**config.mk**
```make
export PLATFORM = sky130hd
export DESIGN_NAME = entropy_correction_factor_table_top
export DESIGN_NICKNAME = d
export VERILOG_FILES = /design/src/design/ecft_pkg.sv /design/src/design/entropy_correction_factor_table_top.sv /design/src/design/ecft_mem.sv /design/src/design/ecft_div.sv
export SDC_FILE = /design/constraint.sdc
export NUM_CORES = 2
export LEC_CHECK = 0
export CAP_MARGIN = 20
export CELL_PAD_IN_SITES_DETAIL_PLACEMENT = 0
export CELL_PAD_IN_SITES_GLOBAL_PLACEMENT = 2
export CORE_AREA = 2 2 539 675
export CTS_CLUSTER_SIZE = 8
export DETAILED_ROUTE_END_ITERATION = 12
export DIE_AREA = 0 0 541 677
export DONT_BUFFER_PORTS = 1
export PLACE_DENSITY_LB_ADDON = 0.25
export SETUP_SLACK_MARGIN = 0.4
export SLEW_MARGIN = 20
export SYNTH_ARGS = -nofsm -noshare
export SYNTH_HDL_FRONTEND = slang
export SYNTH_SLANG_ARGS = --single-unit
```
**constraint.sdc**
```tcl
create_clock -name clk -period 25.2 [get_ports clk]
set_clock_uncertainty 0.1 [all_clocks]
set_input_delay 5.04 -clock clk [delete_from_list [all_inputs] [get_ports clk]]
set_output_delay 5.04 -clock clk [all_outputs]
set_load 0.02 [all_outputs]
```
**src/design/ecft_pkg.sv**
```systemverilog
package ecft_pkg;

	localparam int DEPTH_DEF = 4;
	localparam int FACT_W    = 24;
	localparam int CNT_W     = 24;
	localparam int PROD_W    = FACT_W + CNT_W;
	localparam int DIV_STEPS = PROD_W;
	localparam int STEP_W    = $clog2(DIV_STEPS + 1);

	localparam logic [FACT_W-1:0] FIX_ONE    = 24'd65536;
	localparam logic [FACT_W-1:0] FIX_085    = 24'd55706;
	localparam logic [FACT_W-1:0] FIX_075    = 24'd49152;
	localparam logic [FACT_W-1:0] FACTOR_MAX = 24'hFFFFFF;

	localparam logic [1:0] COMP_Y = 2'd0;
	localparam logic [1:0] COMP_U = 2'd1;
	localparam logic [1:0] COMP_V = 2'd2;

	localparam logic [1:0] SORT_INTRA = 2'd0;
	localparam logic [1:0] SORT_L1    = 2'd1;
	localparam logic [1:0] SORT_L2    = 2'd2;

	// value of an entry that was never written, by band (from 0) and sort
	function automatic logic [FACT_W-1:0] init_factor(
		input logic [3:0] b0,
		input logic [1:0] srow,
		input logic [4:0] bands
	);
		logic [4:0] bx;
		logic       intra;
		bx    = {1'b0, b0};
		intra = (srow == SORT_INTRA);
		if (bx == bands - 5'd1) begin
			return intra ? FIX_ONE : FIX_085;
		end else if (bx + 5'd4 >= bands) begin
			return intra ? FIX_085 : FIX_075;
		end else begin
			return FIX_075;
		end
	endfunction

endpackage

```
**src/design/entropy_correction_factor_table_top.sv**
```systemverilog
// Correction factor table: one 24-bit factor (16 fraction bits) per component, frame sort
// and subband, held in a single-port-read, single-port-write memory. Each input word with a
// band in range reads one entry and, when both bit counts are nonzero, replaces it by
// factor*actual/estimated, saturated, returning the new value; otherwise it returns the
// stored value unchanged. An out-of-range band returns a zero factor with band_error set.
// One word is processed at a time; an update runs through the 48-step bit-serial divider.
// The output register lets a new word be accepted while the previous result is still
// stalled. No clearing pass is needed after reset: per-entry written flags make untouched
// entries read as their initial values.
module entropy_correction_factor_table_top import ecft_pkg::*; #(
	parameter int DEPTH = DEPTH_DEF
) (
	input  logic              clk,
	input  logic              arst_n,
	input  logic              in_valid,
	output logic              in_stall,
	input  logic [3:0]        band,
	input  logic [1:0]        frame_sort,
	input  logic [1:0]        component,
	input  logic [CNT_W-1:0]  estimated_bits,
	input  logic [CNT_W-1:0]  produced_bits,
	output logic              out_valid,
	input  logic              out_stall,
	output logic [FACT_W-1:0] factor,
	output logic              band_error
);

	localparam int BANDS   = 3 * DEPTH + 1;
	localparam int ENTRIES = 9 * BANDS;
	localparam int AW      = $clog2(ENTRIES);
	localparam logic [4:0]    BANDS5  = 5'(BANDS);
	localparam logic [AW-1:0] BANDS_A = AW'(BANDS);

	typedef enum logic [4:0] {
		ST_IDLE = 5'b00001,
		ST_READ = 5'b00010,
		ST_MUL  = 5'b00100,
		ST_DIV  = 5'b01000,
		ST_DONE = 5'b10000
	} state_t;

	state_t            state_q;
	logic              in_acc;
	logic              band_ok;
	logic [1:0]        crow;
	logic [1:0]        srow;
	logic [AW-1:0]     row_a;
	logic [AW-1:0]     idx_d;
	logic [AW-1:0]     idx_q;
	logic [3:0]        b0_q;
	logic [1:0]        srow_q;
	logic [CNT_W-1:0]  est_q;
	logic [CNT_W-1:0]  act_q;
	logic [FACT_W-1:0] res_q;
	logic              err_q;
	logic [FACT_W-1:0] mem_rdata;
	logic              mem_rvalid;
	logic              mem_we;
	logic [FACT_W-1:0] f_cur;
	logic [PROD_W-1:0] prod_d;
	logic [PROD_W-1:0] prod_q;
	logic              div_start;
	logic              div_done;
	logic [PROD_W-1:0] quo;
	logic [FACT_W-1:0] quo_sat;
	logic              out_free;
	logic              out_valid_q;
	logic [FACT_W-1:0] factor_q;
	logic              band_error_q;

	assign in_stall = (state_q != ST_IDLE);
	assign in_acc   = in_valid && !in_stall;
	assign band_ok  = (band != 4'd0) && ({1'b0, band} <= BANDS5);

	always_comb begin
		case (component)
			COMP_U:  crow = 2'd1;
			COMP_V:  crow = 2'd2;
			default: crow = 2'd0;
		endcase
		case (frame_sort)
			SORT_INTRA: srow = SORT_INTRA;
			SORT_L1:    srow = SORT_L1;
			default:    srow = SORT_L2;
		endcase
	end

	assign row_a = AW'(crow) * AW'(3) + AW'(srow);
	assign idx_d = row_a * BANDS_A + AW'(band) - AW'(1);

	ecft_mem #(
		.ENTRIES (ENTRIES),
		.AW      (AW)
	) u_mem (
		.clk    (clk),
		.arst_n (arst_n),
		.re     (in_acc && band_ok),
		.raddr  (idx_d),
		.we     (mem_we),
		.waddr  (idx_q),
		.wdata  (quo_sat),
		.rdata  (mem_rdata),
		.rvalid (mem_rvalid)
	);

	assign f_cur  = mem_rvalid ? mem_rdata : init_factor(b0_q, srow_q, BANDS5);
	assign prod_d = PROD_W'(f_cur) * PROD_W'(act_q);

	assign div_start = (state_q == ST_MUL);

	ecft_div u_div (
		.clk      (clk),
		.arst_n   (arst_n),
		.start    (div_start),
		.dividend (prod_q),
		.divisor  (est_q),
		.done     (div_done),
		.quotient (quo)
	);

	assign quo_sat  = (|quo[PROD_W-1:FACT_W]) ? FACTOR_MAX : quo[FACT_W-1:0];
	assign mem_we   = (state_q == ST_DIV) && div_done;
	assign out_free = !out_valid_q || !out_stall;

	always_ff @(posedge clk) begin
		if (in_acc) begin
			idx_q  <= idx_d;
			b0_q   <= band - 4'd1;
			srow_q <= srow;
			est_q  <= estimated_bits;
			act_q  <= produced_bits;
			res_q  <= '0;
			err_q  <= !band_ok;
		end
		if (state_q == ST_READ) begin
			prod_q <= prod_d;
			res_q  <= f_cur;
		end
		if (mem_we) begin
			res_q <= quo_sat;
		end
		if ((state_q == ST_DONE) && out_free) begin
			factor_q     <= res_q;
			band_error_q <= err_q;
		end
	end

	always_ff @(posedge clk or negedge arst_n) begin
		if (!arst_n) begin
			state_q     <= ST_IDLE;
			out_valid_q <= 1'b0;
		end else begin
			if ((state_q == ST_DONE) && out_free) begin
				out_valid_q <= 1'b1;
			end else if (!out_stall) begin
				out_valid_q <= 1'b0;
			end
			case (state_q)
				ST_IDLE: begin
					if (in_acc) begin
						state_q <= band_ok ? ST_READ : ST_DONE;
					end
				end
				ST_READ: begin
					if ((est_q == '0) || (act_q == '0)) begin
						state_q <= ST_DONE;
					end else begin
						state_q <= ST_MUL;
					end
				end
				ST_MUL: begin
					state_q <= ST_DIV;
				end
				ST_DIV: begin
					if (div_done) begin
						state_q <= ST_DONE;
					end
				end
				ST_DONE: begin
					if (out_free) begin
						state_q <= ST_IDLE;
					end
				end
				default: begin
					state_q <= ST_IDLE;
				end
			endcase
		end
	end

	assign out_valid  = out_valid_q;
	assign factor     = factor_q;
	assign band_error = band_error_q;

	a_err_zero: assert property (@(posedge clk) disable iff (!arst_n)
		out_valid && band_error |-> factor == '0)
		else $error("band error word carries a nonzero factor");

	a_div_in_div: assert property (@(posedge clk) disable iff (!arst_n)
		div_done |-> state_q == ST_DIV)
		else $error("divider finished outside the divide state");

	a_accept_busy: assert property (@(posedge clk) disable iff (!arst_n)
		in_acc |=> in_stall)
		else $error("second word taken while one is in flight");

endmodule

```
**src/design/ecft_mem.sv**
```systemverilog
module ecft_mem import ecft_pkg::*; #(
	parameter int ENTRIES = 9 * (3 * DEPTH_DEF + 1),
	parameter int AW      = $clog2(9 * (3 * DEPTH_DEF + 1))
) (
	input  logic              clk,
	input  logic              arst_n,
	input  logic              re,
	input  logic [AW-1:0]     raddr,
	input  logic              we,
	input  logic [AW-1:0]     waddr,
	input  logic [FACT_W-1:0] wdata,
	output logic [FACT_W-1:0] rdata,
	output logic              rvalid
);

	logic [FACT_W-1:0] mem [ENTRIES];
	logic [ENTRIES-1:0] vld_q;
	logic [FACT_W-1:0] rdata_q;
	logic              rvalid_q;

	always_ff @(posedge clk) begin
		if (we) begin
			mem[waddr] <= wdata;
		end
		if (re) begin
			rdata_q <= mem[raddr];
		end
	end

	// written flags; an unwritten entry reads as its reset value upstream
	always_ff @(posedge clk or negedge arst_n) begin
		if (!arst_n) begin
			vld_q    <= '0;
			rvalid_q <= 1'b0;
		end else begin
			if (we) begin
				vld_q[waddr] <= 1'b1;
			end
			if (re) begin
				rvalid_q <= vld_q[raddr];
			end
		end
	end

	assign rdata  = rdata_q;
	assign rvalid = rvalid_q;

endmodule

```
**src/design/ecft_div.sv**
```systemverilog
module ecft_div import ecft_pkg::*; (
	input  logic              clk,
	input  logic              arst_n,
	input  logic              start,
	input  logic [PROD_W-1:0] dividend,
	input  logic [CNT_W-1:0]  divisor,
	output logic              done,
	output logic [PROD_W-1:0] quotient
);

	logic [PROD_W-1:0] dq_q;
	logic [CNT_W-1:0]  rem_q;
	logic [CNT_W-1:0]  dvs_q;
	logic [STEP_W-1:0] cnt_q;
	logic              busy_q;
	logic              done_q;
	logic [CNT_W:0]    rem_sh;
	logic [CNT_W:0]    rem_nx;
	logic              ge;

	// restoring division, one quotient bit per cycle
	assign rem_sh = {rem_q, dq_q[PROD_W-1]};
	assign ge     = rem_sh >= {1'b0, dvs_q};
	assign rem_nx = ge ? (rem_sh - {1'b0, dvs_q}) : rem_sh;

	always_ff @(posedge clk) begin
		if (start) begin
			dq_q  <= dividend;
			rem_q <= '0;
			dvs_q <= divisor;
		end else if (busy_q) begin
			dq_q  <= {dq_q[PROD_W-2:0], ge};
			rem_q <= rem_nx[CNT_W-1:0];
		end
	end

	always_ff @(posedge clk or negedge arst_n) begin
		if (!arst_n) begin
			busy_q <= 1'b0;
			done_q <= 1'b0;
			cnt_q  <= '0;
		end else begin
			done_q <= 1'b0;
			if (start) begin
				busy_q <= 1'b1;
				cnt_q  <= STEP_W'(DIV_STEPS);
			end else if (busy_q) begin
				cnt_q <= cnt_q - STEP_W'(1);
				if (cnt_q == STEP_W'(1)) begin
					busy_q <= 1'b0;
					done_q <= 1'b1;
				end
			end
		end
	end

	assign done     = done_q;
	assign quotient = dq_q;

endmodule
```
# Word level (Yosys, flattened, before mapping)
# Memories as Yosys holds them, arrays and structs flattened. A register that Yosys moved wholly into a read port is not among the register bits.
# Cells that the tools add are included.
# word_totals
elab_cells	110
mem_count	1
output_inout_bits	27
ram_bits	2808
reg_bits	387
# op_classes
n_lt_le_gt_ge	6
n_eq_ne	15
n_bitwise	1
n_mul	3
mux	36
add_sub_neg	7
n_reduce_logical	21
# mem_list
name	depth	width	rd	rd_ports_with_merged_regs	write_ports	line_no	source
u_mem.mem	117	24	1	1	1	ecft_mem.sv:16	logic [FACT_W-1:0] mem [ENTRIES];
# ops
cell	n
2-to-1 mux 24 bit	6
bitwise OR 117 bit	1
2-to-1 mux 48 bit	2
logical NOT 24 bit	2
multiplier 24 x 24 -> 48 bit	1
2-to-1 mux 17 bit	2
2-to-1 mux 13 bit	2
greater-or-equal comparator 25 x 24 -> 1 bit	1
2-to-1 mux 5 bit	5
one-hot mux 5 bit (5 select lines)	1
OR reduction 24 bit	1
subtractor 24 bit	1
< comparator 7 x 8 -> 1 bit (second input constant)	2
2-to-1 mux 1 bit	12
2-to-1 mux 6 bit	2
one-hot mux 2 bit (2 select lines)	2
adder 7 x 4 -> 7 bit	1
binary-select mux 1 bit (select 7 bit)	1
demux 1 bit (select 7 bit)	1
greater-or-equal comparator 7 x 1 -> 1 bit (second input constant)	1
multiplier 5 x 4 -> 7 bit (second input constant)	1
subtractor 7 x 1 -> 7 bit (second input constant)	1
== test 6 x 1 -> 1 bit (second input constant)	1
logical AND 1 bit	6
other kinds (25)	33

# Depth between registers and ports, before layout
# logic_depth
depth_word	9
mapped_depth	35

# Cells and area by module
# Synthesis repeated with hierarchy kept, for this count alone.
# hier_totals
hier_cells	8140
hier_area_um2	144398.5
# by_module_without_submodules
module	n_inst	area_per_inst_um2	seq_area_each_um2	cells_each
ecft_mem	1	113383.7	87994.4	5056
entropy_correction_factor_table_top	1	25370.6	4926.0	2591
ecft_div	1	5644.2	2842.7	493

# Worst setup path before layout
# Ideal clock, no wire load.
# synth_timing
path_kind	input to register
from	in component[0]
to	reg u_mem.rdata_q[23], in the netlist u_mem.rdata[23], read port of u_mem.mem, data pin
slack_ns	14.827
required_ns	24.831
arrival_time_ns	10.003
path_stages	19
path_buffers	3
cell_sequence	inv_1 ha_1 inv_1 ha_1 ha_1 fa_1 ha_1 ha_1 fa_1 ha_1 fa_1 clkbuf_1 clkbuf_1 buf_2 mux4_2 nand2_1 nand2_1 o211ai_1 o21ai_0
# synth_between
elab_chain_len	7
word_cells_on_any_way	8
# synth_rtl
element	line_no	source
start: declaration	entropy_correction_factor_table_top.sv:19	input logic [1:0] component,
== test 2 bit or == test 2 x 1 -> 1 bit (tied branches)	entropy_correction_factor_table_top.sv:76	case (component)
one-hot mux 2 bit (2 select lines) (*)	entropy_correction_factor_table_top.sv:76	
multiplier 2 x 2 -> 4 bit (*)	entropy_correction_factor_table_top.sv:88	assign row_a = AW'(crow) * AW'(3) + AW'(srow);
adder 4 x 2 -> 5 bit (*)	entropy_correction_factor_table_top.sv:88	
multiplier 5 x 4 -> 7 bit (*)	entropy_correction_factor_table_top.sv:89	assign idx_d = row_a * BANDS_A + AW'(band) - AW'(1);
adder 7 x 4 -> 7 bit (*)	entropy_correction_factor_table_top.sv:89	
subtractor 7 x 1 -> 7 bit (*)	entropy_correction_factor_table_top.sv:89	
named net idx_d[3]	entropy_correction_factor_table_top.sv:48	logic [AW-1:0] idx_d;
end: declaration	ecft_mem.sv:18	logic [FACT_W-1:0] rdata_q;
# The timed path passes the listed nets; every way through them passes the cells marked *.
# A chain may end at the register's enable or synchronous reset.

# Worst setup path after layout
# layout_timing
from	in frame_sort[0]
to	reg u_mem.rdata_q[18], in the netlist u_mem.rdata[18], read port of u_mem.mem, data pin
# layout_between
elab_chain_len	6
word_cells_on_any_way	7
# layout_rtl
element	line_no	source
start: declaration	entropy_correction_factor_table_top.sv:18	input logic [1:0] frame_sort,
== test 2 x 1 -> 1 bit or logical NOT 2 bit (tied branches)	entropy_correction_factor_table_top.sv:81	case (frame_sort)
one-hot mux 2 bit (2 select lines) (*)	entropy_correction_factor_table_top.sv:81	
adder 4 x 2 -> 5 bit (*)	entropy_correction_factor_table_top.sv:88	
multiplier 5 x 4 -> 7 bit (*)	entropy_correction_factor_table_top.sv:89	
adder 7 x 4 -> 7 bit (*)	entropy_correction_factor_table_top.sv:89	
subtractor 7 x 1 -> 7 bit (*)	entropy_correction_factor_table_top.sv:89	
named net idx_d[0]	entropy_correction_factor_table_top.sv:48	
# Marks and branches as above.

==> impl_metrics.csv <==
group,metric,value,unit
route,ant_nets,0,
route,drtIter0Drc,7593,
route,dr_total_vias,73950,
worst_hold_path,hold_path.class,"flip-flop to flip-flop",
placed_design,gp_congestion,0.7962,
worst_hold_path,hold_start,"res_q[3]",
worst_hold_path,hold_depth,0,
setup_path,worstReg2RegEnd,"prod_q[46]",
global_route,grt_first_pass_wirelength,586.3,mm
timing,rsz0062_at_grt,"no",
clock_network,cts_root_buf,"clkbuf_16",
yosys,synth-compound-area-share,0.01673,
yosys,syn_area,143200,sq um
run,maxCapViolations,0,
route,post_drt_wl_per_cell,31.82,microns
die,initial_core_util,0.3975,
yosys,synth_top_family_by_area,"multiplexers",
route,vias_per_cell,5.692,
global_route,grt_pass1_vias,78190,
yosys,synth_area_leaders,"edfxtp_1 64%, mux4_2 14%, fa_1 6.8%",
yosys,ys_seq_elements,3219,
clock_network,cts_buffer_depth,4,
yosys,yosys.area_share.simple,0.04393,
clock_network,cts_max_level,5,
die,fp.dieH,677,microns
global_route,grt.total_usage,0.2252,
yosys,yosysSeqAreaShare,0.6686,
setup_path,worstPathRequired,25760,ps
worst_hold_path,worstHoldEndpoint,"factor[3]",
clock_network,numCtsBuffers,443,
yosys,async_reset_ff_frac,0.04101,
route,first_pass_iters,6,
yosys,synth_top_area_frac,0.6422,
yosys,ys.flop_type,"edfxtp_1",
timing,worstMarginPinSlew,1165,ps
finish,layout_commonest_cell,"edfxtp_1",
finish,fin_nets,8844,
placed_design,dpl_cell_area,150600,sq um
yosys,syn_area_per_cell,18.46,sq um
setup_path,crit-reg2reg-launch,"u_mem.rvalid",
die,placementRows,247,
global_route,antenna_found_initial,33,
yosys,synth_xor_area_frac,0.004473,
status,outcome,"complete, no violations",
clock_network,hold_buffers,0,
setup_path,critPathMaxFanout,133,
finish,regArea,95770,sq um
finish,finalInstanceArea,162900,sq um
timing,max_slew_margin,0.2231,
finish,multiInputGateArea,44420,sq um
yosys,synth_cells,7760,
yosys,synthesis.nets,8532,
route,drc,0,
yosys,synth.distinct_cells,75,
placed_design,hpwlAfterDp,237.9,mm
yosys,synth.mux.area_fraction,0.1499,
timing,finalSetupViolCount,0,
clock_network,clkSinkCount,3219,
yosys,yosysTopAreaCell,"edfxtp_1",
yosys,synth_edf_count,3063,
timing,post-route-period-util,0.4647,
yosys,ys_warn_count,0,
clock_network,ctsResizeCount,0,
clock_network,tritoncts,"done",
timing,period_needed,11710,ps
timing,drv_slew,0,
clock_network,cts_setup_buffers,0,
setup_path,worstPathArrival,12270,ps
setup_path,endpoint_kind,"flip-flop",
global_route,overflow,0,
finish,nFillCells,30560,
timing,finalHoldViolations,0,
setup_path,reg2reg_setup_slack,15770,ps
die,die_x,541,microns
die,coreArea,360300,sq um
timing,tns,0,ps
setup_path,crit_type,"input pin to flip-flop",
global_route,grt_max_degree,134,
setup_path,startpoint_type,"input pin",
die,num_io_pins,87,
placed_design,portBuffers,0,
timing,hold_ws,316.2,ps
setup_path,worstRegToRegCells,26,
finish,layout_common_cells,"3063 x edfxtp_1, 920 x mux4_2, 650 x nand2_1, 629 x inv_1, 488 x fa_1",
timing,max_freq,85.40,MHz
finish,area_growth,13.77,%
finish,drive_gt1_frac,0.2395,
clock_network,clkLatencyLatePin,970,ps
die,die_area,366300,sq um
yosys,synth_fa_ha_area_frac,0.08788,
route,wl,413.3,mm
clock_network,clkSlewWorstSetupHoldPaths,50,ps
==> how the worst max path moves through the flow <==
| stage | start | to | slack [ps] | cells past startpoint |
|---|---|---|---|---|
| final | frame_sort[0] | u_mem.rdata[18] | 13490 | 14 |
| after global routing | frame_sort[0] | u_mem.rdata[18] | 13220 | 14 |
| after CTS | frame_sort[0] | u_mem.rdata[18] | 13500 | 14 |
| after detailed placement | frame_sort[0] | u_mem.rdata[18] | 12470 | 14 |
| after global placement | frame_sort[0] | u_mem.rdata[18] | 12350 | 14 |
| after floorplan | component[0] | u_mem.rdata[23] | 14830 | 19 |
==> sequential cells by signal, indices dropped and copies added (netlist names), 2 cells and up <==
signal and flops:
act_q 24, u_mem.rdata 24, prod_q 48, est_q 24, u_div.dvs_q 24, factor 24, srow_q 2, u_mem.mem 2808
u_div.cnt_q 6, res_q 24, state_q 5, u_div.rem_q 24, idx_q 7, u_mem.vld_q 117, b0_q 4, u_div.quotient 48
==> through the flow <==
step           setup WS, ps    util  instances
6_report              13490  0.4522      12990
5_1_grt               13220  0.4521      12980
4_1_cts               13500  0.4519      12970
3_5_place_dp          12470  0.4179      12360
3_3_place_gp          12350  0.4178      12350
2_1_floorplan         14830       -       7760
==> Yosys cell counts, types with 25 or more instances <==
cell      instances
a21o_1           29
a21oi_1         128
and2_1           96
and3_1          135
buf_2            86
clkbuf_1        271
dfrtp_1         131
edfxtp_1       3063
fa_1            490
ha_1            222
inv_1           630
mux2i_1          69
mux4_2          920
nand2_1         650
nor2_1          195
nor4_1           25
o21ai_0          98
or2_2           118
or3_1            30
xnor2_1          40
xor2_1           30
==> cell type report <==
cell class | instances | share of cell area
Antenna cell | 14 | 0.0002150
Clock buffer | 585 | 0.07143
Clock inverter | 33 | 0.003839
Inverter | 633 | 0.01463
Multi-Input combinational cell | 3510 | 0.2726
Sequential cell | 3219 | 0.5877
Tap cell | 4731 | 0.03633
Timing Repair Buffer | 265 | 0.01322
==> metal layers <==
layer  GRT usage  part of all wire  vias to the layer above
met1      0.2956              0.40                    40550
met5           0          0.000080                        -
met2      0.3871              0.51                     2599
met4     0.07313             0.033                        4
met3     0.03002             0.058                      586
li1            -                 -                    30200
==> cell families after synthesis <==
group                    after synthesis
multiplexers                         994
AO/OA/AOI/OAI                        388
buffers and inverters               1031
AND/OR/NAND/NOR                     1345
XOR/XNOR                              71
flip-flops                          3219
adder cells (fa/ha/maj)              712
==> critical path, stage by stage <==
cell and delay, ps:
nor2b_1 330, ha_1 370, ha_4 810, inv_1 210, fa_4 1250, buf_4 660, buf_12 590, buf_12 610
mux4_2 410, mux4_2 590, mux2i_1 590, nand2_1 160, o211ai_1 140, o21ai_0 100
Power is not shown: default switching activity piles up to over one toggle a cycle in this logic, so the estimate is an artifact.
